`config.mk`:
```
export PLATFORM = sky130hd
export DESIGN_NAME = resp_stream_parser
export DESIGN_NICKNAME = d
export VERILOG_FILES = /design/src/rtl/rsp_pkg.sv /design/src/rtl/rsp_core.sv /design/src/rtl/rsp_outbuf.sv /design/src/rtl/resp_stream_parser.sv
export SDC_FILE = /design/constraint.sdc
export NUM_CORES = 1
export LEC_CHECK = 0
export BUFFER_PORTS_ARGS = -buffer_cell sky130_fd_sc_hd__buf_2
export CORE_MARGIN = 4
export CORE_UTILIZATION = 55
export DETAILED_ROUTE_END_ITERATION = 7
export PLACE_DENSITY = 0.72
export SLEW_MARGIN = 15
export SYNTH_ARGS = -nofsm -noshare
export SYNTH_HDL_FRONTEND = slang
export SYNTH_SLANG_ARGS = --single-unit
```
`constraint.sdc`:
```
create_clock -name i_clk -period 13.4 [get_ports i_clk]
set_input_delay 2.01 -clock i_clk [delete_from_list [all_inputs] [get_ports i_clk]]
set_output_delay 2.01 -clock i_clk [all_outputs]
set_load 0.01 [all_outputs]
```
`src/rtl/rsp_pkg.sv`:
```
`timescale 1ns / 1ps
// ----------------------------------------------------------------------------
// rsp_pkg
// Shared types and codes of the RESP stream parser.
// ----------------------------------------------------------------------------
package rsp_pkg;

    // event codes
    localparam logic [2:0] EV_FRAME  = 3'd0;
    localparam logic [2:0] EV_OPEN   = 3'd1;
    localparam logic [2:0] EV_HEADER = 3'd2;
    localparam logic [2:0] EV_DATA   = 3'd3;
    localparam logic [2:0] EV_CLOSE  = 3'd4;
    localparam logic [2:0] EV_ERROR  = 3'd5;

    // element kinds
    localparam logic [2:0] KIND_ARRAY  = 3'd0;
    localparam logic [2:0] KIND_BULK   = 3'd1;
    localparam logic [2:0] KIND_RDB    = 3'd2;
    localparam logic [2:0] KIND_SIMPLE = 3'd3;
    localparam logic [2:0] KIND_SERR   = 3'd4;

    // error codes
    localparam logic [2:0] ERR_NONE     = 3'd0;
    localparam logic [2:0] ERR_BAD_TYPE = 3'd1;
    localparam logic [2:0] ERR_LENGTH   = 3'd2;
    localparam logic [2:0] ERR_OVERFLOW = 3'd3;
    localparam logic [2:0] ERR_DEPTH    = 3'd4;

    // configuration register indexes
    localparam logic [1:0] REG_SIMPLE_LIMIT = 2'd0;
    localparam logic [1:0] REG_MAX_NESTING  = 2'd1;

    // protocol characters
    localparam logic [7:0] CH_ARRAY  = 8'h2A;
    localparam logic [7:0] CH_BULK   = 8'h24;
    localparam logic [7:0] CH_SIMPLE = 8'h2B;
    localparam logic [7:0] CH_SERR   = 8'h2D;
    localparam logic [7:0] CH_CR     = 8'h0D;
    localparam logic [7:0] CH_LF     = 8'h0A;
    localparam logic [7:0] CH_ZERO   = 8'h30;
    localparam logic [7:0] CH_NINE   = 8'h39;

    localparam logic [15:0] SIMPLE_LIMIT_RST = 16'd1024;
    localparam logic [3:0]  MAX_NESTING_RST  = 4'd8;

    // one result, without the end-of-run mark
    typedef struct packed {
        logic [2:0]  event_res;
        logic [2:0]  element_type;
        logic [7:0]  payload;
        logic [30:0] header_length;
        logic [3:0]  nest_level;
        logic [3:0]  closed_ancestors;
        logic        message_done;
        logic [2:0]  error_code;
    } t_result;

    // all results of one byte, slot 0 first
    typedef struct packed {
        t_result [2:0] res;
        logic [1:0]    cnt;
    } t_bundle;

    function automatic t_result mk_result(
        input logic [2:0]  ev,
        input logic [2:0]  kind,
        input logic [7:0]  pay,
        input logic [30:0] hlen,
        input logic [3:0]  nest,
        input logic [3:0]  anc,
        input logic        done,
        input logic [2:0]  err
    );
        t_result r;
        r.event_res        = ev;
        r.element_type     = kind;
        r.payload          = pay;
        r.header_length    = hlen;
        r.nest_level       = nest;
        r.closed_ancestors = anc;
        r.message_done     = done;
        r.error_code       = err;
        return r;
    endfunction

endpackage

```
`src/rtl/rsp_core.sv`:
```
`timescale 1ns / 1ps
// ----------------------------------------------------------------------------
// rsp_core
// Parser state, array count stack and per-byte result generation.
// ----------------------------------------------------------------------------
module rsp_core #(
    parameter int MAX_DEPTH   = 8,
    parameter int LENGTH_BITS = 31
) (
    input  logic             i_clk,
    input  logic             i_rst_n,
    input  logic             i_valid,
    input  logic [7:0]       i_byte,
    input  logic             i_end,
    input  logic             i_cfg_we,
    input  logic [1:0]       i_cfg_index,
    input  logic [15:0]      i_cfg_data,
    output rsp_pkg::t_bundle o_bundle
);

    localparam int LW = $clog2(MAX_DEPTH + 1);

    typedef enum logic [2:0] {
        PH_IDLE, PH_LEN, PH_LEN_LF, PH_BULK_DATA, PH_BULK_CR, PH_BULK_LF, PH_SIMPLE
    } t_phase;

    t_phase                 r_phase, n_phase;
    logic [LENGTH_BITS-1:0] r_acc, n_acc;
    logic [LENGTH_BITS-1:0] r_left, n_left;
    logic [16:0]            r_sidx, n_sidx;
    logic                   r_pcr, n_pcr;
    logic [2:0]             r_kind, n_kind;
    logic [LW-1:0]          r_level, n_level;
    logic [LENGTH_BITS-1:0] r_stack [MAX_DEPTH];
    logic [15:0]            r_limit;
    logic [3:0]             r_nesting;

    logic [MAX_DEPTH-1:0]   le1;
    logic [LW-1:0]          c_anc, c_level;
    logic                   run;
    logic [LENGTH_BITS+3:0] acc10;
    logic                   acc_ovf;
    logic                   do_push, do_close, do_type, faulted;
    rsp_pkg::t_bundle       bun;

    // close unit: pop every top entry that this close completes
    always_comb begin
        run   = 1'b1;
        c_anc = '0;
        for (int i = 0; i < MAX_DEPTH; i++) begin
            le1[i] = (r_stack[i] <= LENGTH_BITS'(1));
        end
        for (int i = MAX_DEPTH - 1; i >= 0; i--) begin
            if (LW'(i) < r_level) begin
                if (run && le1[i]) begin
                    c_anc = c_anc + LW'(1);
                end else begin
                    run = 1'b0;
                end
            end
        end
        c_level = r_level - c_anc;
    end

    // decimal length accumulate
    assign acc10   = {r_acc, 3'b000} + {3'b000, r_acc, 1'b0} + (LENGTH_BITS + 4)'(i_byte[3:0]);
    assign acc_ovf = (acc10[LENGTH_BITS+3:LENGTH_BITS] != 4'd0);

    // per-byte results and next state
    always_comb begin
        n_phase  = r_phase;
        n_acc    = r_acc;
        n_left   = r_left;
        n_sidx   = r_sidx;
        n_pcr    = r_pcr;
        n_kind   = r_kind;
        n_level  = r_level;
        do_push  = 1'b0;
        do_close = 1'b0;
        do_type  = 1'b0;
        faulted  = 1'b0;
        bun      = '0;

        unique case (r_phase)
            PH_LEN: begin
                if (i_byte >= rsp_pkg::CH_ZERO && i_byte <= rsp_pkg::CH_NINE) begin
                    if (acc_ovf) begin
                        faulted = 1'b1;
                        bun.res[bun.cnt] = rsp_pkg::mk_result(rsp_pkg::EV_ERROR, n_kind, 8'd0,
                            31'd0, 4'(n_level), 4'd0, 1'b0, rsp_pkg::ERR_LENGTH);
                    end else begin
                        n_acc = acc10[LENGTH_BITS-1:0];
                        bun.res[bun.cnt] = rsp_pkg::mk_result(rsp_pkg::EV_FRAME, n_kind, 8'd0,
                            31'd0, 4'(n_level), 4'd0, 1'b0, rsp_pkg::ERR_NONE);
                    end
                end else if (i_byte == rsp_pkg::CH_CR) begin
                    n_phase = PH_LEN_LF;
                    bun.res[bun.cnt] = rsp_pkg::mk_result(rsp_pkg::EV_FRAME, n_kind, 8'd0,
                        31'd0, 4'(n_level), 4'd0, 1'b0, rsp_pkg::ERR_NONE);
                end else begin
                    faulted = 1'b1;
                    bun.res[bun.cnt] = rsp_pkg::mk_result(rsp_pkg::EV_ERROR, n_kind, 8'd0,
                        31'd0, 4'(n_level), 4'd0, 1'b0, rsp_pkg::ERR_LENGTH);
                end
                bun.cnt = bun.cnt + 2'd1;
            end
            PH_LEN_LF: begin
                if (i_byte != rsp_pkg::CH_LF || r_acc == '0) begin
                    faulted = 1'b1;
                    bun.res[bun.cnt] = rsp_pkg::mk_result(rsp_pkg::EV_ERROR, n_kind, 8'd0,
                        31'd0, 4'(n_level), 4'd0, 1'b0, rsp_pkg::ERR_LENGTH);
                end else begin
                    bun.res[bun.cnt] = rsp_pkg::mk_result(rsp_pkg::EV_HEADER, n_kind, 8'd0,
                        31'(r_acc), 4'(n_level), 4'd0, 1'b0, rsp_pkg::ERR_NONE);
                    if (r_kind == rsp_pkg::KIND_ARRAY) begin
                        if (r_level < LW'(MAX_DEPTH)) begin
                            do_push = 1'b1;
                            n_level = r_level + LW'(1);
                        end
                        n_phase = PH_IDLE;
                    end else begin
                        n_left  = r_acc;
                        n_phase = PH_BULK_DATA;
                    end
                end
                bun.cnt = bun.cnt + 2'd1;
            end
            PH_BULK_DATA: begin
                bun.res[bun.cnt] = rsp_pkg::mk_result(rsp_pkg::EV_DATA, n_kind, i_byte,
                    31'd0, 4'(n_level), 4'd0, 1'b0, rsp_pkg::ERR_NONE);
                bun.cnt = bun.cnt + 2'd1;
                if (r_left <= LENGTH_BITS'(1)) begin
                    n_left  = '0;
                    n_phase = PH_BULK_CR;
                end else begin
                    n_left = r_left - LENGTH_BITS'(1);
                end
            end
            PH_BULK_CR, PH_BULK_LF: begin
                if (r_phase == PH_BULK_CR && i_byte == rsp_pkg::CH_CR) begin
                    n_phase = PH_BULK_LF;
                    bun.res[bun.cnt] = rsp_pkg::mk_result(rsp_pkg::EV_FRAME, n_kind, 8'd0,
                        31'd0, 4'(n_level), 4'd0, 1'b0, rsp_pkg::ERR_NONE);
                end else begin
                    // a bulk string not followed by cr lf closes as rdb
                    do_close = 1'b1;
                    do_type  = !(r_phase == PH_BULK_LF && i_byte == rsp_pkg::CH_LF);
                    bun.res[bun.cnt] = rsp_pkg::mk_result(rsp_pkg::EV_CLOSE,
                        do_type ? rsp_pkg::KIND_RDB : rsp_pkg::KIND_BULK, 8'd0, 31'd0,
                        4'(r_level), 4'(c_anc), (c_level == '0), rsp_pkg::ERR_NONE);
                    n_level = c_level;
                    n_phase = PH_IDLE;
                    n_kind  = rsp_pkg::KIND_ARRAY;
                end
                bun.cnt = bun.cnt + 2'd1;
            end
            PH_SIMPLE: begin
                if (r_pcr && i_byte == rsp_pkg::CH_LF) begin
                    do_close = 1'b1;
                    bun.res[bun.cnt] = rsp_pkg::mk_result(rsp_pkg::EV_CLOSE, r_kind, 8'd0,
                        31'd0, 4'(r_level), 4'(c_anc), (c_level == '0), rsp_pkg::ERR_NONE);
                    n_level = c_level;
                    n_phase = PH_IDLE;
                    n_kind  = rsp_pkg::KIND_ARRAY;
                end else if (r_sidx > {1'b0, r_limit}) begin
                    faulted = 1'b1;
                    bun.res[bun.cnt] = rsp_pkg::mk_result(rsp_pkg::EV_ERROR, n_kind, 8'd0,
                        31'd0, 4'(n_level), 4'd0, 1'b0, rsp_pkg::ERR_OVERFLOW);
                end else begin
                    // a cr is framing, anything else is content
                    if (i_byte == rsp_pkg::CH_CR) begin
                        bun.res[bun.cnt] = rsp_pkg::mk_result(rsp_pkg::EV_FRAME, n_kind, 8'd0,
                            31'd0, 4'(n_level), 4'd0, 1'b0, rsp_pkg::ERR_NONE);
                    end else begin
                        bun.res[bun.cnt] = rsp_pkg::mk_result(rsp_pkg::EV_DATA, n_kind, i_byte,
                            31'd0, 4'(n_level), 4'd0, 1'b0, rsp_pkg::ERR_NONE);
                    end
                    n_sidx = r_sidx + 17'd1;
                    n_pcr  = (i_byte == rsp_pkg::CH_CR);
                end
                bun.cnt = bun.cnt + 2'd1;
            end
            default: begin
                n_phase = PH_IDLE;
                do_type = 1'b1;
            end
        endcase

        // type byte, also the byte that broke a bulk terminator
        if (do_type) begin
            n_acc = '0;
            if (i_byte == rsp_pkg::CH_ARRAY) begin
                n_kind = rsp_pkg::KIND_ARRAY;
                if (32'(n_level) >= 32'(r_nesting)
                        || n_level >= LW'(MAX_DEPTH)) begin
                    faulted = 1'b1;
                end else begin
                    n_phase = PH_LEN;
                end
            end else if (i_byte == rsp_pkg::CH_BULK) begin
                n_kind  = rsp_pkg::KIND_BULK;
                n_phase = PH_LEN;
            end else if (i_byte == rsp_pkg::CH_SIMPLE || i_byte == rsp_pkg::CH_SERR) begin
                n_kind  = (i_byte == rsp_pkg::CH_SIMPLE) ? rsp_pkg::KIND_SIMPLE
                                                         : rsp_pkg::KIND_SERR;
                n_phase = PH_SIMPLE;
                n_sidx  = '0;
                n_pcr   = 1'b0;
            end else begin
                n_kind  = rsp_pkg::KIND_ARRAY;
                faulted = 1'b1;
            end
            if (faulted) begin
                bun.res[bun.cnt] = rsp_pkg::mk_result(rsp_pkg::EV_ERROR, rsp_pkg::KIND_ARRAY,
                    8'd0, 31'd0, 4'(n_level), 4'd0, 1'b0,
                    (i_byte == rsp_pkg::CH_ARRAY) ? rsp_pkg::ERR_DEPTH
                                                  : rsp_pkg::ERR_BAD_TYPE);
            end else begin
                bun.res[bun.cnt] = rsp_pkg::mk_result(rsp_pkg::EV_OPEN, n_kind, 8'd0,
                    31'd0, 4'(n_level), 4'd0, 1'b0, rsp_pkg::ERR_NONE);
            end
            bun.cnt = bun.cnt + 2'd1;
        end

        // end of available data
        if (i_end && !faulted) begin
            if (n_phase == PH_BULK_CR || n_phase == PH_BULK_LF) begin
                do_close = 1'b1;
                bun.res[bun.cnt] = rsp_pkg::mk_result(rsp_pkg::EV_CLOSE, rsp_pkg::KIND_RDB,
                    8'd0, 31'd0, 4'(r_level), 4'(c_anc), (c_level == '0), rsp_pkg::ERR_NONE);
                bun.cnt = bun.cnt + 2'd1;
                n_level = c_level;
                n_phase = PH_IDLE;
                n_kind  = rsp_pkg::KIND_ARRAY;
            end
            if (n_phase != PH_IDLE || n_level != '0) begin
                faulted = 1'b1;
                bun.res[bun.cnt] = rsp_pkg::mk_result(rsp_pkg::EV_ERROR, n_kind, 8'd0,
                    31'd0, 4'(n_level), 4'd0, 1'b0, rsp_pkg::ERR_BAD_TYPE);
                bun.cnt = bun.cnt + 2'd1;
            end
        end

        // any error drops back to idle with no arrays open
        if (faulted) begin
            n_phase = PH_IDLE;
            n_level = '0;
            n_kind  = rsp_pkg::KIND_ARRAY;
        end
    end

    assign o_bundle = bun;

    // control state and configuration
    always_ff @(posedge i_clk) begin
        if (!i_rst_n) begin
            r_phase   <= PH_IDLE;
            r_acc     <= '0;
            r_left    <= '0;
            r_sidx    <= '0;
            r_pcr     <= 1'b0;
            r_kind    <= rsp_pkg::KIND_ARRAY;
            r_level   <= '0;
            r_limit   <= rsp_pkg::SIMPLE_LIMIT_RST;
            r_nesting <= rsp_pkg::MAX_NESTING_RST;
        end else begin
            if (i_valid) begin
                r_phase <= n_phase;
                r_acc   <= n_acc;
                r_left  <= n_left;
                r_sidx  <= n_sidx;
                r_pcr   <= n_pcr;
                r_kind  <= n_kind;
                r_level <= n_level;
            end
            if (i_cfg_we) begin
                unique case (i_cfg_index)
                    rsp_pkg::REG_SIMPLE_LIMIT: r_limit   <= i_cfg_data;
                    rsp_pkg::REG_MAX_NESTING:  r_nesting <= i_cfg_data[3:0];
                    default: ;
                endcase
            end
        end
    end

    // remaining element counts, each entry updates itself
    always_ff @(posedge i_clk) begin
        for (int i = 0; i < MAX_DEPTH; i++) begin
            if (i_valid && do_push && r_level == LW'(i)) begin
                r_stack[i] <= r_acc;
            end else if (i_valid && do_close && c_level != '0
                         && c_level - LW'(1) == LW'(i)) begin
                r_stack[i] <= r_stack[i] - LENGTH_BITS'(1);
            end
        end
    end

    a_level_bound: assert property (@(posedge i_clk) disable iff (!i_rst_n)
        r_level <= LW'(MAX_DEPTH))
        else $error("nesting level above stack depth");

    a_error_resets: assert property (@(posedge i_clk) disable iff (!i_rst_n)
        (i_valid && faulted) |=> (r_phase == PH_IDLE && r_level == '0))
        else $error("parser not idle after error");

    a_some_result: assert property (@(posedge i_clk) disable iff (!i_rst_n)
        i_valid |-> (bun.cnt != 2'd0))
        else $error("byte produced no result");

    a_close_pops: assert property (@(posedge i_clk) disable iff (!i_rst_n)
        (i_valid && do_close && !faulted) |=> (r_level == $past(c_level)))
        else $error("close left wrong level");

endmodule

```
`src/rtl/rsp_outbuf.sv`:
```
`timescale 1ns / 1ps
// ----------------------------------------------------------------------------
// rsp_outbuf
// Holds the results of one byte and hands them out one transfer at a time.
// ----------------------------------------------------------------------------
module rsp_outbuf (
    input  logic             i_clk,
    input  logic             i_rst_n,
    input  logic             i_load,
    input  rsp_pkg::t_bundle i_bundle,
    input  logic             i_ready,
    output logic             o_valid,
    output rsp_pkg::t_result o_res,
    output logic             o_last,
    output logic             o_can_load
);

    rsp_pkg::t_result [2:0] r_res;
    logic [1:0]             r_cnt;
    logic                   take;

    assign take       = o_valid && i_ready;
    assign o_valid    = (r_cnt != 2'd0);
    assign o_last     = (r_cnt == 2'd1);
    assign o_res      = r_res[0];
    // room once the final result of the held byte leaves
    assign o_can_load = (r_cnt == 2'd0) || (r_cnt == 2'd1 && i_ready);

    // result slots, shifted down on each transfer
    always_ff @(posedge i_clk) begin
        if (!i_rst_n) begin
            r_cnt <= 2'd0;
        end else if (i_load) begin
            r_cnt <= i_bundle.cnt;
        end else if (take) begin
            r_cnt <= r_cnt - 2'd1;
        end
    end

    always_ff @(posedge i_clk) begin
        if (i_load) begin
            r_res <= i_bundle.res;
        end else if (take) begin
            r_res <= {r_res[2], r_res[2:1]};
        end
    end

    a_load_room: assert property (@(posedge i_clk) disable iff (!i_rst_n)
        i_load |-> o_can_load)
        else $error("load while results pending");

    a_loaded: assert property (@(posedge i_clk) disable iff (!i_rst_n)
        i_load |=> (r_cnt == $past(i_bundle.cnt)))
        else $error("result count not loaded");

    a_count_bound: assert property (@(posedge i_clk) disable iff (!i_rst_n)
        (take && !i_load) |=> (r_cnt == $past(r_cnt) - 2'd1))
        else $error("result count lost a step");

endmodule

```
`src/rtl/resp_stream_parser.sv`:
```
`timescale 1ns / 1ps
// ----------------------------------------------------------------------------
// resp_stream_parser
// RESP2 byte stream parser emitting open, header, payload, close and error
// events for arrays, bulk strings, simple strings and simple errors.
// ----------------------------------------------------------------------------
// channel  | direction | handshake              | content
// s_axis   | in        | tvalid / tready        | tdata: data_byte; tlast: end_of_data
// m_axis   | out       | tvalid / tready        | tdata/tuser: result; tlast: last_of_run
// cfg      | in        | i_cfg_valid/o_cfg_ready| index 0 simple_limit, 1 max_nesting
//
// a byte is parsed in the cycle it is taken and its one to three results are
// registered; one result leaves per cycle while tready is high, so bytes with a
// single result stream at one per cycle and later results of a byte hold the
// next byte back. a new byte is taken in the cycle the last held result leaves.
// reset is synchronous; configuration writes are always taken.
// ----------------------------------------------------------------------------
module resp_stream_parser #(
    parameter int MAX_DEPTH   = 8,
    parameter int LENGTH_BITS = 31
) (
    input  logic        i_clk,
    input  logic        i_rst_n,
    input  logic        i_s_axis_tvalid,
    output logic        o_s_axis_tready,
    input  logic [7:0]  i_s_axis_tdata,   // [7:0] data_byte
    input  logic        i_s_axis_tlast,
    output logic        o_m_axis_tvalid,
    input  logic        i_m_axis_tready,
    output logic [55:0] o_m_axis_tdata,   // payload, header_length, nest_level,
                                          // closed_ancestors, message_done, error_code
    output logic [5:0]  o_m_axis_tuser,   // event_res, element_type
    output logic        o_m_axis_tlast,
    input  logic        i_cfg_valid,
    output logic        o_cfg_ready,
    input  logic [1:0]  i_cfg_index,
    input  logic [15:0] i_cfg_data
);

    rsp_pkg::t_bundle bundle;
    rsp_pkg::t_result res;
    logic             can_load;
    logic             load;

    assign o_s_axis_tready = can_load;
    assign load            = i_s_axis_tvalid && can_load;
    assign o_cfg_ready     = 1'b1;

    // parser
    rsp_core #(
        .MAX_DEPTH   (MAX_DEPTH),
        .LENGTH_BITS (LENGTH_BITS)
    ) u_core (
        .i_clk       (i_clk),
        .i_rst_n     (i_rst_n),
        .i_valid     (load),
        .i_byte      (i_s_axis_tdata),
        .i_end       (i_s_axis_tlast),
        .i_cfg_we    (i_cfg_valid),
        .i_cfg_index (i_cfg_index),
        .i_cfg_data  (i_cfg_data),
        .o_bundle    (bundle)
    );

    // result buffer
    rsp_outbuf u_outbuf (
        .i_clk      (i_clk),
        .i_rst_n    (i_rst_n),
        .i_load     (load),
        .i_bundle   (bundle),
        .i_ready    (i_m_axis_tready),
        .o_valid    (o_m_axis_tvalid),
        .o_res      (res),
        .o_last     (o_m_axis_tlast),
        .o_can_load (can_load)
    );

    // output packing
    assign o_m_axis_tuser = {res.element_type, res.event_res};
    assign o_m_axis_tdata = {5'd0, res.error_code, res.message_done, res.closed_ancestors,
                             res.nest_level, res.header_length, res.payload};

endmodule

```
==> flow_metrics.py <==
metrics = {
    "run_status": {
        "status": "complete, no violations",
    },
    "logic_synthesis": {
        "synth_top_area_share_pct": 34.5,
        "synth_ff_type": "edfxtp_1",
        "avgSynthCellArea_um2": 8.89,
        "synth.largest_area_cell": "edfxtp_1",
        "ys_top_cells_by_count": "nand2_1 (410), nor2_1 (371), edfxtp_1 (336)",
        "ys_ff_latch": 448,
        "yosysMostFrequentCell": "nand2_1",
        "synth_edf_count": 336,
        "synth_area_mm2": 0.0292,
        "ys_async_sr_fraction_pct": 0,
        "yosysWarnings": 0,
        "seq_area_frac_synth_pct": 42.2,
        "synthTopCellsByArea": "edfxtp_1 (35%), dfxtp_1 (7.7%), xnor2_1 (5.5%)",
        "synth_cell_types": 94,
        "syn_inst": 3286,
    },
    "cells_and_area": {
        "nFillCells": 4592,
        "nNetsFinal": 3427,
        "drive_above_1_share_pct": 9.07,
        "synthToLayoutAreaGrowth_pct": 8.37,
        "stdcell_count": 3997,
        "final_util_pct": 60.2,
    },
    "detailed_routing": {
        "routedWlPerCell_um": 21.8,
        "dr_total_vias": 25100,
        "routed_via_density": 6.28,
        "drt_pass1_iterations": 6,
        "drc": 0,
        "routed_wl_um": 87100,
        "drt.antenna.violating_nets": 0,
        "drt_iter0_drc": 2647,
    },
    "timing": {
        "max-slew-margin-rel_pct": 23.9,
        "rsz0062_at_grt": "no",
        "hold_viol": 0,
        "finalSetupViolations": 0,
        "finalCritPeriodShare_pct": 83.8,
        "fin_skew_ns": 0.0208,
        "hold_ws_ns": 0.457,
        "max_slew.worst_pin.slew_ns": 1.14,
        "drv_slew": 0,
        "fmax_ghz": 0.0891,
        "fin_crit_ns": 11.23,
        "fin_setup_tns_ns": 0,
    },
    "floorplan": {
        "start_util_pct": 55.6,
        "num_rows": 84,
        "pin_count": 98,
        "core_area_mm2": 0.0526,
        "dieArea_mm2": 0.0568,
        "die_h_um": 238,
        "die_x_um": 238,
    },
    "global_routing": {
        "grt_pass1_wl_um": 135000,
        "top_usage_layer": "met2",
        "met1_usage_pct": 39.8,
        "grt_pass1_vias": 24100,
        "met2_usage_pct": 49.1,
        "grt_max_degree": 79,
        "antenna_found_initial": 1,
        "grt_use_met3_pct": 5.10,
        "grt_usage_pct": 29.7,
        "overflow": 0,
    },
    "power": {
        "vdd_drop_max_mv": 0.105,
        "cellPowerDensity_mw_per_mm2": 102,
        "leakagePower_nw": 12.3,
    },
    "placed_design": {
        "portBuffers": 91,
        "dp_cells": 3904,
        "gp_congestion": 0.905,
        "dp_hpwl_um": 58500,
    },
    "clock_tree": {
        "cts.sinks": 448,
        "clk_path_buf_depth": 3,
        "cts_buffers": 50,
        "cts_setup_buffers": 0,
        "postCtsHoldBufs": 0,
        "cts.clk_slew.worst_paths_ns": 0.06,
        "cts_resized": 0,
        "htreeDepth": 2,
        "clock_latency_ns": 0.60,
        "cts_tree": "done",
        "cts_root_buf": "clkbuf_16",
    },
    "worst_setup_path": {
        "crit_slowest_cell": "fa_1",
        "crit_top_cell": "ha_1",
        "end_kind": "register",
        "startpoint_type": "register",
        "cp_max_fo": 30,
        "worstSetupPathType": "reg -> reg",
        "r2r_cells": 43,
        "critPathMaxStageDelay_ns": 0.68,
        "arrival_ns": 11.58,
        "cp.required_ns": 13.75,
    },
    "worst_hold_path": {
        "holdPathStages": 2,
        "hp-class": "reg -> reg",
    },
    "flow_run": {
        "max_cap_viol_count": 0,
    },
}
cell families (layout without fill, tap and decap cells):
kind of cell | Yosys count | in the layout | share of synthesized area, %
AND/OR/NAND/NOR | 1319 | 1319 | 21.6
other | 2 | 8 | 0.0257
XOR/XNOR | 287 | 287 | 8.71
AO/OA/AOI/OAI | 768 | 768 | 16.3
flip-flops | 448 | 448 | 42.2
buffers and inverters | 318 | 335 | 4.93
multiplexers | 17 | 17 | 0.608
adder cells (fa/ha/maj) | 127 | 127 | 5.54
critical path: cells and delay by family, from the launching register on:
kind / cells / cell delay, ns
simple gates: 17 / 3.49
fa+ha+maj: 9 / 3.08
compound gates: 10 / 2.47
buf+inv: 5 / 0.86
mux: 2 / 0.63
flops: 1 / 0.44
layout by cell type (no fill, tap or decap), drive strengths merged, types with 10 or more instances in the layout:
cell type	n
a211oi	14
a21o	83
a21oi	250
a221oi	18
a22oi	11
a31oi	23
a32oi	14
and3	12
buf	156
clkbuf	76
clkinv	16
dfxtp	112
edfxtp	336
ha	123
inv	85
mux2i	11
nand2	410
nand2b	28
nand3	60
nand3b	17
nand4	27
nor2	371
nor2b	18
nor3	118
nor3b	10
nor4	97
nor4b	11
o211ai	16
o21a	19
o21ai	215
o31ai	13
or2	25
or3	56
or4	27
xnor2	182
xor2	103
path summary, 6_finish.rpt:
check | start | endpoint | slack [ns]
setup / recovery | u_core.r_stack[1][117] | u_outbuf.o_res[28] | 2.17
hold reg to reg | u_core.r_limit[4] | u_core.r_limit[4] | 0.46
hold / removal | u_core.r_limit[4] | u_core.r_limit[4] | 0.46
setup reg to reg | u_core.r_stack[1][117] | u_outbuf.o_res[28] | 2.17
power breakdown:
part,switching (mW),internal (mW)
combinational,0.160,0.0827
sequential,0.0283,1.57
clock,0.574,0.821
flip-flops by register name, indices dropped and copies added, names as in the netlist:
signal            count
u_core.r_sidx        17
u_core.r_nesting      4
u_outbuf.r_res       31
u_core.r_left        31
u_core.r_kind         3
u_outbuf.o_res       57
u_outbuf.r_cnt        2
u_core.r_stack      248
u_core.r_acc         31
u_core.r_limit       16
u_core.r_level        4
u_core.r_pcr          1
u_core.r_phase        3
final cells by class:
class	instances	area (um^2)	area share, %
multi-input cells	2525	15500	49.1
diodes	1	2.50	0.00791
clock buffers	76	1530	4.83
flip-flops and latches	448	12300	39.0
well taps	688	861	2.72
inverters	87	327	1.03
repair buffers	156	943	2.98
clock inverters	16	130	0.411
metal layers:
layer / part of all wire [%] / wire length (um) / up-vias
met5: 0 / 0 / -
met1: 41 / 35800 / 12100
met4: 3.7 / 3230 / 0
met3: 8.0 / 6950 / 209
met2: 47 / 41100 / 1068
li1: - / - / 11800
stage by stage:
step | power (mW) | instance area, um^2 | setup slack, ns
final | 3.24 | 31600 | 2.17
after global routing | 3.33 | 31600 | 1.49
after CTS | 3.25 | 31600 | 2.33
after detailed placement | 1.87 | 30000 | 2.42
after global placement | 1.86 | 30000 | 2.68
after floorplan | 1.81 | 29200 | 4.02
Power figures use the tool's default switching activity.
